<file path="src/sv/bitmap_block_allocator_core_assert.svh">
// Assertion macros used by the bitmap allocator controller.
`ifndef BITMAP_BLOCK_ALLOCATOR_CORE_ASSERT_SVH
`define BITMAP_BLOCK_ALLOCATOR_CORE_ASSERT_SVH

// The antecedent implies the consequent in the same cycle.
`define BBA_ASSERT_SAME(label, clk, rst, ante, cons) \
   label: assert property (@(posedge clk) disable iff (rst) (ante) |-> (cons)) \
      else $error("Same-cycle check failed.");

// The antecedent implies the consequent in the next cycle.
`define BBA_ASSERT_NEXT(label, clk, rst, ante, cons) \
   label: assert property (@(posedge clk) disable iff (rst) (ante) |=> (cons)) \
      else $error("Next-cycle check failed.");

`endif

</file>
<file path="src/sv/bba_pkg.sv">
package bba_pkg;

   // Bitmap geometry.
   localparam int BITMAP_BITS = 65536;
   localparam int WORD_BITS   = 32;
   localparam int STORE_WORDS = (BITMAP_BITS + WORD_BITS - 1) / WORD_BITS;
   localparam int ADDR_W      = $clog2(STORE_WORDS);
   localparam int BIT_W       = $clog2(WORD_BITS);
   localparam int POS_W       = 16;
   localparam int CNT_W       = 17;

   // Operation codes.
   localparam logic [1:0] OP_CHECK = 2'd0;
   localparam logic [1:0] OP_SET   = 2'd1;
   localparam logic [1:0] OP_CLEAR = 2'd2;
   localparam logic [1:0] OP_FIND  = 2'd3;

   // Status codes.
   localparam logic [1:0] ST_OK        = 2'd0;
   localparam logic [1:0] ST_INVALID   = 2'd1;
   localparam logic [1:0] ST_NOT_FOUND = 2'd2;

   typedef struct packed {
      logic [1:0]       op;
      logic [POS_W-1:0] position;
      logic [CNT_W-1:0] count;
   } req_type;

   typedef struct packed {
      logic [1:0]       status;
      logic             bit_value;
      logic [POS_W-1:0] run_start;
      logic [CNT_W-1:0] run_length;
   } rsp_type;

   // Commands from the controller to the datapath.
   typedef struct packed {
      logic start;
      logic clr;
      logic load;
      logic wr;
      logic scan;
   } ctrl_cmd_type;

   // Status from the datapath to the controller.
   typedef struct packed {
      logic       req_bad;
      logic [1:0] op;
      logic       clr_last;
      logic       wr_last;
      logic       scan_stop;
      logic       scan_wrap;
   } dp_status_type;

endpackage

</file>
<file path="src/sv/bba_ctrl.sv">
module bba_ctrl (
   input  logic                   clock,
   input  logic                   reset,
   input  logic                   req_valid,
   output logic                   req_ready,
   output logic                   rsp_valid,
   input  logic                   rsp_ready,
   input  bba_pkg::dp_status_type stat,
   output bba_pkg::ctrl_cmd_type  cmd
);
   import bba_pkg::*;

   typedef enum logic [6:0] {
      S_CLEAR = 7'b0000001,
      S_IDLE  = 7'b0000010,
      S_READ  = 7'b0000100,
      S_LOAD  = 7'b0001000,
      S_WRITE = 7'b0010000,
      S_SCAN  = 7'b0100000,
      S_DONE  = 7'b1000000
   } state_type;

   state_type state_ff, state_in;

   // Sequencer for the clearing pass and each request.
   always_comb begin
      state_in = state_ff;
      cmd      = '0;
      case (state_ff)
         S_CLEAR: begin
            cmd.clr = 1'b1;
            if (stat.clr_last) state_in = S_IDLE;
         end
         S_IDLE: begin
            if (req_valid) begin
               cmd.start = 1'b1;
               state_in  = stat.req_bad ? S_DONE : S_READ;
            end
         end
         S_READ: state_in = S_LOAD;
         S_LOAD: begin
            cmd.load = 1'b1;
            case (stat.op)
               OP_CHECK: state_in = S_DONE;
               OP_FIND:  state_in = S_SCAN;
               default:  state_in = S_WRITE;
            endcase
         end
         S_WRITE: begin
            cmd.wr   = 1'b1;
            state_in = stat.wr_last ? S_DONE : S_READ;
         end
         S_SCAN: begin
            cmd.scan = 1'b1;
            if (stat.scan_stop)      state_in = S_DONE;
            else if (stat.scan_wrap) state_in = S_READ;
         end
         S_DONE: begin
            if (rsp_ready) state_in = S_IDLE;
         end
         default: state_in = S_CLEAR;
      endcase
   end

   always_ff @(posedge clock) begin
      if (reset) begin
         state_ff <= S_CLEAR;
      end else begin
         state_ff <= state_in;
      end
   end

   assign req_ready = (state_ff == S_IDLE);
   assign rsp_valid = (state_ff == S_DONE);

   `include "bitmap_block_allocator_core_assert.svh"

   `BBA_ASSERT_SAME(a_no_overlap, clock, reset, rsp_valid, !req_ready)
   `BBA_ASSERT_SAME(a_one_write, clock, reset, cmd.wr, !cmd.clr && !cmd.scan)
   `BBA_ASSERT_NEXT(a_rsp_hold, clock, reset, rsp_valid && !rsp_ready, rsp_valid)
   `BBA_ASSERT_NEXT(a_read_then_load, clock, reset, state_ff == S_READ, cmd.load)

endmodule

</file>
<file path="config.mk">
export PLATFORM = sky130hd
export DESIGN_NAME = bba_ctrl
export DESIGN_NICKNAME = d
export VERILOG_FILES = /design/src/sv/bba_pkg.sv /design/src/sv/bba_ctrl.sv
export VERILOG_INCLUDE_DIRS = /design/src /design/src/sv
export SDC_FILE = /design/constraint.sdc
export NUM_CORES = 1
export LEC_CHECK = 0
export BUFFER_PORTS_ARGS = -buffer_cell sky130_fd_sc_hd__buf_2
export CAP_MARGIN = 20
export CORE_AREA = 2 2 39 41
export DETAILED_ROUTE_END_ITERATION = 8
export DIE_AREA = 0 0 41 43
export PLACE_DENSITY = 0.69
export SYNTH_ARGS = -nofsm -noshare
export SYNTH_HDL_FRONTEND = slang
export SYNTH_SLANG_ARGS = --single-unit
</file>
<file path="constraint.sdc">
create_clock -name clock -period 1.6 [get_ports clock]
set_input_delay 0 -clock clock [delete_from_list [all_inputs] [get_ports clock]]
set_output_delay 0 -clock clock [all_outputs]
set_load 0.03 [all_outputs]
</file>
==> summary.md <==
| Metric | Value |
|---|---|
| Critical Path, Cell by Cell | or4_4 -> nor4b_4 -> buf_4 -> and2_4 -> buf_6 |
| Syn Std Cell Area | around 540 um2 |
| Core Footprint | ~1400 um2 |
| Setup slack at placement | -113 ps |
| Clk_skew | 6.91 ps |
| Die span in x | just over 40 um |
| Finish-stage setup viols | 7 |
| Data arrival, critical path | ~1800 ps |
| Initial cell density of the core | 0.388 |
| Die ar. | 1760 um2 |
| Post-synthesis cell type count | 30 |
| Outcome | complete, but fails checks |
| Fillcell total | ~120 |
| DRT Wirelength | 1450 um |
| Share of the synthesized area in the top cell type | 0.261 |
| CP Launch Type | flop |
| RR Endpoint | state_ff[0] |
| Vias in the first global route | around 570 |
| RePlAce Congestion | a little over 0.8 |
| Unrepaired setup endpoints after global routing | true |
| CTS tree | built |
| Critical path's top delay family | simple AND/OR/NAND/NOR gates |
| WL/cell | ~12 um |
| Num ports | 18 |
| Vias/cell | between 5 and 6 |
| Async SR Flop Fraction | 0 |
| Final ANT Viol Nets | 0 |
| Syn nets | between 80 and 90 |
| LEAKAGE | about 0.0004 uW |
| Ant diodes | 0 |
| CTS root buf | clkbuf_4 |
| Comb pwr share | 0.321 |
| Syn Inst Count | 68 |
| Clock sink count | 7 |
| Total GRT Usage | 0.193 |
| Power Density | a little over 600 nW/um2 |
| Slew @ Worst Pin | 270 ps |
| Top flop regs | state_ff: 7 flops |
| Max FFs per register | 7 |
| Final hold vios | 0 |
| Clk Latency, worst-skew pair | 250 ps |
| Final setup TNS | -691 ps |
| Total CTS buffers | 3 |
| FF-to-FF path depth | 5 |
| Final HPWL DP | about 1100 um |
| Setup crit end kind | output port |
| PortBufs | 17 |
| Warnings, synthesis | 0 |
| Max Cap Viol | 0 |
| H-tree Lvls | 1 |
| Psw | about 150 uW |
| Worst hold path type | primary input to flop |
| Layout Nets | ~120 |
| Max-slew headroom | 0.818 |
| WP buf/inv | 2 |
| Main synth FF type | dfxtp_1 |
| Max Fclk | 562 MHz |
| Slowest cell delay on critical path | 550 ps |
| Clock transition at path regs | about 50 ps |
| Std-Cell Rows | 14 |
| Largest area contributor in the netlist | dfxtp_1 |
| Worst setup margin | -178 ps |
| Kind of critical path | flop to output port |
| Largest fanout on the critical path | 3 |
| Synth area leaders | dfxtp_1 26%, nand2b_1 7.0%, nor3_1 5.6% |
| Failing checks | setup timing |
| Internal | 362 uW |
| CTS max path bufs | 2 |
| Vias | 608 |
| Antenna violations before repair | 0 |
| Sequential area share after synthesis | 0.261 |
| Max IR drop VDD | ~350 uV |
| Minimum clock period | roughly 1800 ps |
| Iter 0 DRT Violations | 12 |
| Synth cell count leaders | 7 x dfxtp_1, 7 x inv_1, 7 x nor2_1 |
| First-pass GRT wire length | about 2300 um |
| Launch point of the worst reg-to-reg path | state_ff[4] |
| Tcrit/Tclk final | 1.11 |
| Clock power share | 0.315 |
| Largest Register | state_ff |
| Layout cells sized above 1 | 0.471 |
| Reg2Reg Setup Slack | -110 ps |
| Drc violations | 0 |
| Hold EP | state_ff[6] |
| Worst path required time | 1600 ps |
| Post-layout power | around 510 uW |
| Detailed Routing Iterations Pass 1 | 4 |
| Area growth, synth to finish | 56.2% |
| Number of flops mapped to enable cells by yosys | 0 |
| Switching part of the total | 0.288 |
| Syn avg cell area | 7.89 um2 |
| Hold path depth | 3 |
| Die Height | roughly 43 um |
| GRT overflow | 0 |
| Seq pwr share | 0.364 |
| Slowest CP cell | or4_4 |
| Largest net degree at the start of global routing | 9 |
| HP Start | stat[6] |
| Post-synthesis register bit count | 7 |
| Max Slew Vio Count | 0 |
-- routing by layer --
metal  routed length (um)  vias up  track usage
met5                    0        -            0
met4                    0        0       0.0200
met3                   78        0       0.0942
met2                  702       16        0.313
met1                  664      280        0.228
li1                     -      312            -
-- worst reg2reg max path: cells and delay by family (launching register included) --
family | cells | cell delay (ps)
flip-flops | 1 | 320
AO/OA/AOI/OAI | 1 | 300
AND/OR/NAND/NOR | 3 | 820
buffers and inverters | 1 | 140
-- worst max-delay path by stage --
| stage | endpoint | from | cells after the start | slack [ps] |
|---|---|---|---|---|
| 2_1_floorplan | state_ff[0] | state_ff[2] | 5 | -420 |
| 3_3_place_gp | state_ff[1] | state_ff[0] | 4 | -80 |
| 3_5_place_dp | state_ff[1] | state_ff[0] | 4 | -110 |
| 4_1_cts | cmd[4] | state_ff[4] | 5 | -180 |
| 5_1_grt | cmd[4] | state_ff[4] | 5 | -230 |
| 6_report | cmd[4] | state_ff[4] | 5 | -180 |
-- power by group through the flow --
stage | clock network, uW | registers, uW | logic (uW)
floorplan | 0 | 195 | 73.4
global placement | 0 | 188 | 133
detailed placement | 0 | 189 | 134
CTS | 164 | 185 | 157
global route | 177 | 186 | 178
finish | 160 | 185 | 163
-- layout by cell type (no fill, tap or decap), types with 4 or more instances in the layout --
cell / count
buf_4: 15
buf_2: 12
inv_1: 7
nor2_1: 7
nand2b_1: 6
nor3_1: 5
buf_6: 5
nand2_1: 4
dfxtp_1: 4
-- final cells by class --
type,count,area [um2],area share
sequential,7,146,0.175
timing repair buffer,33,239,0.285
inverter,7,26.3,0.0313
clock buffer,4,26.3,0.0313
multi-input combinational,51,380,0.454
tap,16,20.0,0.0239
-- cell families after synthesis --
| kind of cell | share of synthesized area |
|---|---|
| multiplexers | 0.0186 |
| flip-flops | 0.261 |
| AND/OR/NAND/NOR | 0.406 |
| AO/OA/AOI/OAI | 0.166 |
| XOR/XNOR | 0.0163 |
| buffers and inverters | 0.0862 |
| adder cells (fa/ha/maj) | 0.0466 |
-- per-stage QoR --
stage                     hold WS (ps)  std cells  area, um2  utilization
final                             10.7        118        838        0.606
after floorplan                   69.1         68        557            -
after detailed placement           270        109        716        0.517
after global routing              24.2        118        838        0.606
after global placement             269        109        716        0.517
after CTS                         6.70        118        822        0.594
-- repair_timing --
item | 4_1_cts | 5_1_grt
gates cloned | 0 | 0
resized for setup | 13 | 6
buffers inserted | 4 | 0
pin swaps | 6 | 1
endpoints found under the setup margin | 8 | 10
hold endpoints to repair | 1 | 0
hold buffers | 1 | 0
Note: power is estimated with default switching activity, not from simulation.
